**src/design/gbd_pkg.sv**
```systemverilog
// ----------------------------------------------------------------------------
// gbd_pkg
// Shared types and constants for the grapheme cluster boundary detector.
// ----------------------------------------------------------------------------
package gbd_pkg;

  typedef enum logic [3:0] {
    CL_OTHER       = 4'd0,
    CL_CR          = 4'd1,
    CL_LF          = 4'd2,
    CL_CONTROL     = 4'd3,
    CL_EXTEND      = 4'd4,
    CL_ZWJ         = 4'd5,
    CL_RI          = 4'd6,
    CL_PREPEND     = 4'd7,
    CL_SPACINGMARK = 4'd8,
    CL_L           = 4'd9,
    CL_V           = 4'd10,
    CL_T           = 4'd11,
    CL_LV          = 4'd12,
    CL_LVT         = 4'd13
  } gb_class_t;

  typedef enum logic [1:0] {
    CJ_NONE      = 2'd0,
    CJ_LINKER    = 2'd1,
    CJ_CONSONANT = 2'd2,
    CJ_EXTEND    = 2'd3
  } cj_class_t;

  localparam int CP_W = 21;

  localparam logic [CP_W-1:0] CP_LF       = 21'h0A;
  localparam logic [CP_W-1:0] CP_CR       = 21'h0D;
  localparam logic [CP_W-1:0] CP_CTRL_END = 21'h20;
  localparam logic [CP_W-1:0] CP_DEL      = 21'h7F;
  localparam logic [CP_W-1:0] CP_NON_ASCII = 21'h80;

  // classified item handed from the classifier to the rule engine
  typedef struct packed {
    gb_class_t cls;
    cj_class_t cj;
    logic      pict;
    logic      printable;  // unescaped 0x20..0x7E
  } gbd_item_t;

  function automatic logic is_ctl(input gb_class_t c);
    return (c == CL_CONTROL) || (c == CL_CR) || (c == CL_LF);
  endfunction

endpackage

```
**src/design/gbd_classify.sv**
```systemverilog
// ----------------------------------------------------------------------------
// gbd_classify
// Derives the effective break class, conjunct class and pictographic flag of
// one item; ASCII and escapes are classified here, the rest from the table.
// ----------------------------------------------------------------------------
module gbd_classify import gbd_pkg::*; (
  input  logic [CP_W-1:0] code_point,
  input  logic            is_escape,
  input  logic [3:0]      break_class,
  input  logic [1:0]      conjunct_class,
  input  logic            pictographic,
  output gbd_item_t       item
);

  logic ascii;

  assign ascii = (code_point < CP_NON_ASCII);

  always_comb begin
    item.printable = !is_escape && (code_point >= CP_CTRL_END) && (code_point < CP_DEL);
    if (is_escape) begin
      item.cls  = CL_CONTROL;
      item.cj   = CJ_NONE;
      item.pict = 1'b0;
    end else if (ascii) begin
      if (code_point == CP_CR) begin
        item.cls = CL_CR;
      end else if (code_point == CP_LF) begin
        item.cls = CL_LF;
      end else if ((code_point < CP_CTRL_END) || (code_point == CP_DEL)) begin
        item.cls = CL_CONTROL;
      end else begin
        item.cls = CL_OTHER;
      end
      item.cj   = CJ_NONE;
      item.pict = 1'b0;
    end else begin
      // codes above LVT mean nothing and fall back to Other
      item.cls  = (break_class > 4'(CL_LVT)) ? CL_OTHER : gb_class_t'(break_class);
      item.cj   = cj_class_t'(conjunct_class);
      item.pict = pictographic;
    end
  end

endmodule

```
**src/design/gbd_rules.sv**
```systemverilog
// ----------------------------------------------------------------------------
// gbd_rules
// Boundary rules GB1..GB999 and the carried state: previous class, regional
// indicator parity, pictograph/ZWJ chain and conjunct progress.
// ----------------------------------------------------------------------------
module gbd_rules import gbd_pkg::*; (
  input  logic      clk,
  input  logic      rst,
  input  logic      step,
  input  logic      start_of_text,
  input  gbd_item_t item,
  output logic      boundary
);

  gb_class_t previous_class, previous_class_next;
  logic seen_any, seen_any_next;
  logic regional_odd, regional_odd_next;
  logic pictograph_chain, pictograph_chain_next;
  logic conjunct_consonant_seen, conjunct_consonant_seen_next;
  logic conjunct_linker_seen, conjunct_linker_seen_next;

  // state as seen by this item, after an optional restart
  gb_class_t p;
  logic      sa, ro, pc, cc, cl;
  logic      fast;
  logic      rule_b;
  gb_class_t c;

  always_comb begin
    p  = start_of_text ? CL_OTHER : previous_class;
    sa = !start_of_text && seen_any;
    ro = !start_of_text && regional_odd;
    pc = !start_of_text && pictograph_chain;
    cc = !start_of_text && conjunct_consonant_seen;
    cl = !start_of_text && conjunct_linker_seen;
    c  = item.cls;

    fast = item.printable && (p == CL_OTHER);

    if (!sa) begin
      rule_b = 1'b1;
    end else if (p == CL_CR && c == CL_LF) begin
      rule_b = 1'b0;
    end else if (is_ctl(p) || is_ctl(c)) begin
      rule_b = 1'b1;
    end else if (p == CL_L &&
                 (c == CL_L || c == CL_V || c == CL_LV || c == CL_LVT)) begin
      rule_b = 1'b0;
    end else if ((p == CL_LV || p == CL_V) && (c == CL_V || c == CL_T)) begin
      rule_b = 1'b0;
    end else if ((p == CL_LVT || p == CL_T) && c == CL_T) begin
      rule_b = 1'b0;
    end else if (c == CL_EXTEND || c == CL_ZWJ || c == CL_SPACINGMARK) begin
      rule_b = 1'b0;
    end else if (p == CL_PREPEND) begin
      rule_b = 1'b0;
    end else if (item.cj == CJ_CONSONANT && cc && cl) begin
      rule_b = 1'b0;
    end else if (p == CL_ZWJ && pc && item.pict) begin
      rule_b = 1'b0;
    end else if (c == CL_RI && ro) begin
      rule_b = 1'b0;
    end else begin
      rule_b = 1'b1;
    end

    boundary = fast || rule_b;

    seen_any_next = 1'b1;
    if (fast) begin
      previous_class_next          = p;
      regional_odd_next            = 1'b0;
      pictograph_chain_next        = 1'b0;
      conjunct_consonant_seen_next = 1'b0;
      conjunct_linker_seen_next    = 1'b0;
    end else begin
      previous_class_next = c;
      regional_odd_next   = (c == CL_RI) ? !ro : 1'b0;

      if (item.pict) begin
        pictograph_chain_next = 1'b1;
      end else if (c == CL_EXTEND && p != CL_ZWJ) begin
        pictograph_chain_next = pc;
      end else if (c == CL_ZWJ && p != CL_ZWJ) begin
        pictograph_chain_next = pc;
      end else begin
        pictograph_chain_next = 1'b0;
      end

      conjunct_consonant_seen_next = cc;
      conjunct_linker_seen_next    = cl;
      case (item.cj)
        CJ_CONSONANT: begin
          conjunct_consonant_seen_next = 1'b1;
          conjunct_linker_seen_next    = 1'b0;
        end
        CJ_LINKER: begin
          if (cc) begin
            conjunct_linker_seen_next = 1'b1;
          end else begin
            conjunct_consonant_seen_next = 1'b0;
            conjunct_linker_seen_next    = 1'b0;
          end
        end
        CJ_EXTEND: begin
        end
        default: begin
          conjunct_consonant_seen_next = 1'b0;
          conjunct_linker_seen_next    = 1'b0;
        end
      endcase
    end
  end

  always_ff @(posedge clk) begin
    if (rst) begin
      previous_class          <= CL_OTHER;
      seen_any                <= 1'b0;
      regional_odd            <= 1'b0;
      pictograph_chain        <= 1'b0;
      conjunct_consonant_seen <= 1'b0;
      conjunct_linker_seen    <= 1'b0;
    end else if (step) begin
      previous_class          <= previous_class_next;
      seen_any                <= seen_any_next;
      regional_odd            <= regional_odd_next;
      pictograph_chain        <= pictograph_chain_next;
      conjunct_consonant_seen <= conjunct_consonant_seen_next;
      conjunct_linker_seen    <= conjunct_linker_seen_next;
    end
  end

`ifndef SYNTHESIS
  a_start_breaks: assert property (@(posedge clk) disable iff (rst)
    step && start_of_text |-> boundary)
    else $error("no boundary on start of text");

  a_seen_after_step: assert property (@(posedge clk) disable iff (rst)
    step |=> seen_any)
    else $error("seen_any not set after an item");

  a_linker_needs_consonant: assert property (@(posedge clk) disable iff (rst)
    conjunct_linker_seen |-> conjunct_consonant_seen)
    else $error("linker flag without consonant");

  a_ri_parity_prev: assert property (@(posedge clk) disable iff (rst)
    regional_odd |-> previous_class == CL_RI)
    else $error("regional parity set after non-RI class");
`endif

endmodule

```
**src/design/grapheme_boundary_detector.sv**
```systemverilog
// Path: each item passes through the input register, then the result register,
// before its result is presented.
// Throughput: one item per cycle unless the output stalls; the state loop in gbd_rules sets it.
// Reset: synchronous rst clears both valid flags and the rule state;
// start_of_text restarts the rule state ahead of its own item.
// ----------------------------------------------------------------------------
// grapheme_boundary_detector
// Extended grapheme cluster boundary detector, one code point per item.
// ----------------------------------------------------------------------------
module grapheme_boundary_detector import gbd_pkg::*; (
  input  logic            clk,
  input  logic            rst,
  input  logic            in_valid,
  output logic            in_ready,
  input  logic            start_of_text,
  input  logic [CP_W-1:0] code_point,
  input  logic            is_escape,
  input  logic [3:0]      break_class,
  input  logic [1:0]      conjunct_class,
  input  logic            pictographic,
  output logic            out_valid,
  input  logic            out_ready,
  output logic            boundary_before
);

  logic            s1_valid;
  logic            s1_start;
  logic [CP_W-1:0] s1_code_point;
  logic            s1_escape;
  logic [3:0]      s1_break_class;
  logic [1:0]      s1_conjunct_class;
  logic            s1_pict;

  logic      advance;
  gbd_item_t item;
  logic      boundary;

  assign advance  = s1_valid && (!out_valid || out_ready);
  assign in_ready = !s1_valid || advance;

  always_ff @(posedge clk) begin
    if (rst) begin
      s1_valid <= 1'b0;
    end else if (in_ready) begin
      s1_valid <= in_valid;
    end
  end

  always_ff @(posedge clk) begin
    if (in_valid && in_ready) begin
      s1_start          <= start_of_text;
      s1_code_point     <= code_point;
      s1_escape         <= is_escape;
      s1_break_class    <= break_class;
      s1_conjunct_class <= conjunct_class;
      s1_pict           <= pictographic;
    end
  end

  gbd_classify u_classify (
    .code_point     (s1_code_point),
    .is_escape      (s1_escape),
    .break_class    (s1_break_class),
    .conjunct_class (s1_conjunct_class),
    .pictographic   (s1_pict),
    .item           (item)
  );

  gbd_rules u_rules (
    .clk           (clk),
    .rst           (rst),
    .step          (advance),
    .start_of_text (s1_start),
    .item          (item),
    .boundary      (boundary)
  );

  always_ff @(posedge clk) begin
    if (rst) begin
      out_valid <= 1'b0;
    end else if (advance) begin
      out_valid <= 1'b1;
    end else if (out_ready) begin
      out_valid <= 1'b0;
    end
  end

  always_ff @(posedge clk) begin
    if (advance) begin
      boundary_before <= boundary;
    end
  end

endmodule

```
**config.mk**
```make
export PLATFORM = sky130hd
export DESIGN_NAME = grapheme_boundary_detector
export DESIGN_NICKNAME = d
export VERILOG_FILES = /design/src/design/gbd_pkg.sv /design/src/design/gbd_classify.sv /design/src/design/gbd_rules.sv /design/src/design/grapheme_boundary_detector.sv
export SDC_FILE = /design/constraint.sdc
export NUM_CORES = 1
export LEC_CHECK = 0
export ABC_AREA = 1
export BUFFER_PORTS_ARGS = -buffer_cell sky130_fd_sc_hd__buf_2
export CAP_MARGIN = 5
export CORE_MARGIN = 2
export CORE_UTILIZATION = 30
export DETAILED_ROUTE_END_ITERATION = 12
export PLACE_DENSITY_LB_ADDON = 0.25
export SYNTH_ARGS = -nofsm -noshare
export SYNTH_HDL_FRONTEND = slang
export SYNTH_SLANG_ARGS = --single-unit
```
**constraint.sdc**
```tcl
create_clock -name clk -period 2.32 [get_ports clk]
set_input_delay 0.464 -clock clk [delete_from_list [all_inputs] [get_ports clk]]
set_output_delay 0.464 -clock clk [all_outputs]
set_load 0.005 [all_outputs]
```
==> impl_metrics.tcl <==
set metrics [dict create \
    status "completed" \
    ir_worst_vdd_uv 381 \
    num_vias 1507 \
    tightest_slew_ns 0.376 \
    firstDrtPassIters 4 \
    crit_fanout 8 \
    grt_start_max_net_pins 31 \
    route.detailed.drc 0 \
    setup_slack_ns 0.405 \
    period_share_pct 82.5 \
    syn_nets 251 \
    dpl.hpwl_mm 2.74 \
    maxSlewViolCount 0 \
    first_iter_violations 50 \
    seq_area_sq_mm 0.00115 \
    rsz0062_at_grt "false" \
    maxSlewHeadroom_pct 74.7 \
    grt_util_all_layers_pct 10.5 \
    cp-end-kind "register" \
    antenna_found_initial 0 \
    fillers 666 \
    grt_pass1_vias 1417 \
    cts_hold_buf 0 \
    yosys-top-cells-area "edfxtp_1, dfxtp_1, nand2_1" \
    min_period_ns 1.91 \
    ctsResizeCount 0 \
    finalSetupViolCount 0 \
    totalWireLength_mm 3.52 \
    ys_warn_count 0 \
    detail-route-antenna-nets 0 \
    syn-cell-area_sq_mm 0.00200 \
    die_h_um 85.6 \
    max_freq_ghz 0.522 \
    power_uw 1470 \
    netlist_instances 217 \
    setup-tns-final_ns 0 \
    ys_types 29 \
    hold_path.class "input port to register" \
    critPathLaunchType "register" \
    synth.avg_cell_area_sq_um 9.20 \
    worstSetupPathType "register to register" \
    layout-drive-gt1-share_pct 24.7 \
    area_growth_pct 18.1 \
    required_ns 2.38 \
    p_leak_uw 0.000964 \
    p_per_area_mw_per_mm2 623 \
    via_per_inst 4.49 \
    clk_path_buf_depth 2 \
    clk_pin_slew_ns 0.08 \
    synth_seq_area_share_pct 57.7 \
    stdcell_area_sq_mm 0.00236 \
    nets 292 \
    dieArea_sq_mm 0.00732 \
    htreeDepth 2 \
    grt_pass1_wl_mm 5.98 \
    wl_per_cell_um 10.5 \
    core.rowCount 29 \
    place_area_sq_mm 0.00227 \
    hold_viol 0 \
    numCtsBuffers 5 \
    skew_ns 0.00743 \
    post-route-util_pct 36.9 \
    portBuffers 36 \
    synth_top_area_share_pct 46.6 \
    coreArea_sq_mm 0.00639 \
    start_util_pct 31.2 \
    routabilityCongestion 0.858 \
    cts_tree "built" \
    diodes 0 \
    worstPathArrival_ns 1.97 \
    post_cts_buffers 0 \
    grt-ovfl-total 0 \
    synth_top_area_cell "edfxtp_1" \
    worstSkewPairLatency_ns 0.29 \
    multi_input_area_sq_um 733 \
    dieWidth_um 85.6 \
    pre_cts_slack_ns 0.406 \
    clock_sinks 42 \
    drv_cap 0 \
    ys_ff_latch 42 \
    io-pin-count 37 \
    clock_tree.root_cell "clkbuf_8" \
]
[through the flow]
stage               std cells  hold WS (ns)
floorplan                 217         0.436
global placement          328         0.455
detailed placement        328         0.456
CTS                       336         0.329
global route              336         0.320
finish                    336         0.342
[metal layers]
layer | part of all wire, % | up-vias | track usage, %
li1 | - | 804 | -
met1 | 47 | 657 | 12.9
met2 | 47 | 38 | 17.2
met3 | 3.6 | 8 | 2.60
met4 | 2.4 | 0 | 5.63
met5 | 0 | - | 0
[cells in the mapped netlist]
library cell  instances
nand3_2               1
nand2_4               3
nand3_1              15
nor2_1               36
nand3b_1              1
nor2_2                1
nand2_1              46
a21oi_2               3
clkbuf_1              2
nand2_2               4
o21ai_0               5
o311ai_0              1
a21boi_0              1
nand4_1               3
o31ai_2               1
or2_4                 1
inv_1                23
inv_6                 1
nor2_4                3
dfxtp_1              11
nor3_1                5
o21ai_1               1
clkinv_1              1
o2111ai_1             1
a21oi_1              13
buf_2                 1
edfxtp_1             31
a31oi_1               1
a21oi_4               1
[flip-flops by register name, indices dropped and copies added (netlist names), 2 cells and up]
name                    count
s1_break_class              4
s1_conjunct_class           2
u_rules.previous_class      4
s1_code_point              21
[logic make-up (layout without fill, tap and decap cells)]
logic type / Yosys count / after routing / share of synthesized area [%]
DFF: 42 / 42 / 57.7
and+or+nand+nor: 119 / 119 / 27.6
buffers and inverters: 28 / 70 / 5.58
AOI/OAI and AO/OA: 28 / 28 / 9.09
[critical path, stage by stage, from the launching register on]
cell and delay (ns):
edfxtp_1 0.41, or2_4 0.28, nor2_4 0.14, nand2_4 0.10, nand2_1 0.07, nand2_1 0.07, a21oi_2 0.20, nand3_1 0.10
nand2_1 0.08, a21oi_2 0.05, nand2_1 0.06, nand2_1 0.04, nand2_1 0.05, nand2_1 0.04
[final timing paths]
path	startpoint	end	slack (ns)	cells past startpoint
worst max register to register	s1_code_point[7]	boundary_before	0.41	13
worst min-delay path	break_class[0]	s1_break_class[0]	0.34	1
worst min register to register	u_rules.regional_odd	u_rules.regional_odd	0.47	2
worst max-delay path	s1_code_point[7]	boundary_before	0.41	13
[area by class of cell]
class	instances	area share, %
sequential	42	48.8
multi-input combinational	147	31.1
inverter	25	4.19
clock buffer	5	2.92
tap	77	4.09
timing repair buffer	37	7.96
clock inverter	3	0.902
[placed cells by master (no fill, tap or decap), types with 3 or more instances in the layout]
| cell | count |
|---|---|
| nor3_1 | 5 |
| nand2_4 | 3 |
| nand2_1 | 46 |
| inv_1 | 23 |
| o21ai_0 | 5 |
| nor2_4 | 3 |
| nand4_1 | 3 |
| buf_2 | 36 |
| nor2_1 | 36 |
| a21oi_1 | 13 |
| clkbuf_8 | 5 |
| dfxtp_1 | 11 |
| a21oi_2 | 3 |
| edfxtp_1 | 31 |
| nand2_2 | 4 |
| nand3_1 | 15 |
[report_power, final]
group          switching (uW)  internal, uW
logic                    82.7          53.5
clock network             249           211
registers                21.2           850
No activity file was read; power rests on OpenSTA's default activity.
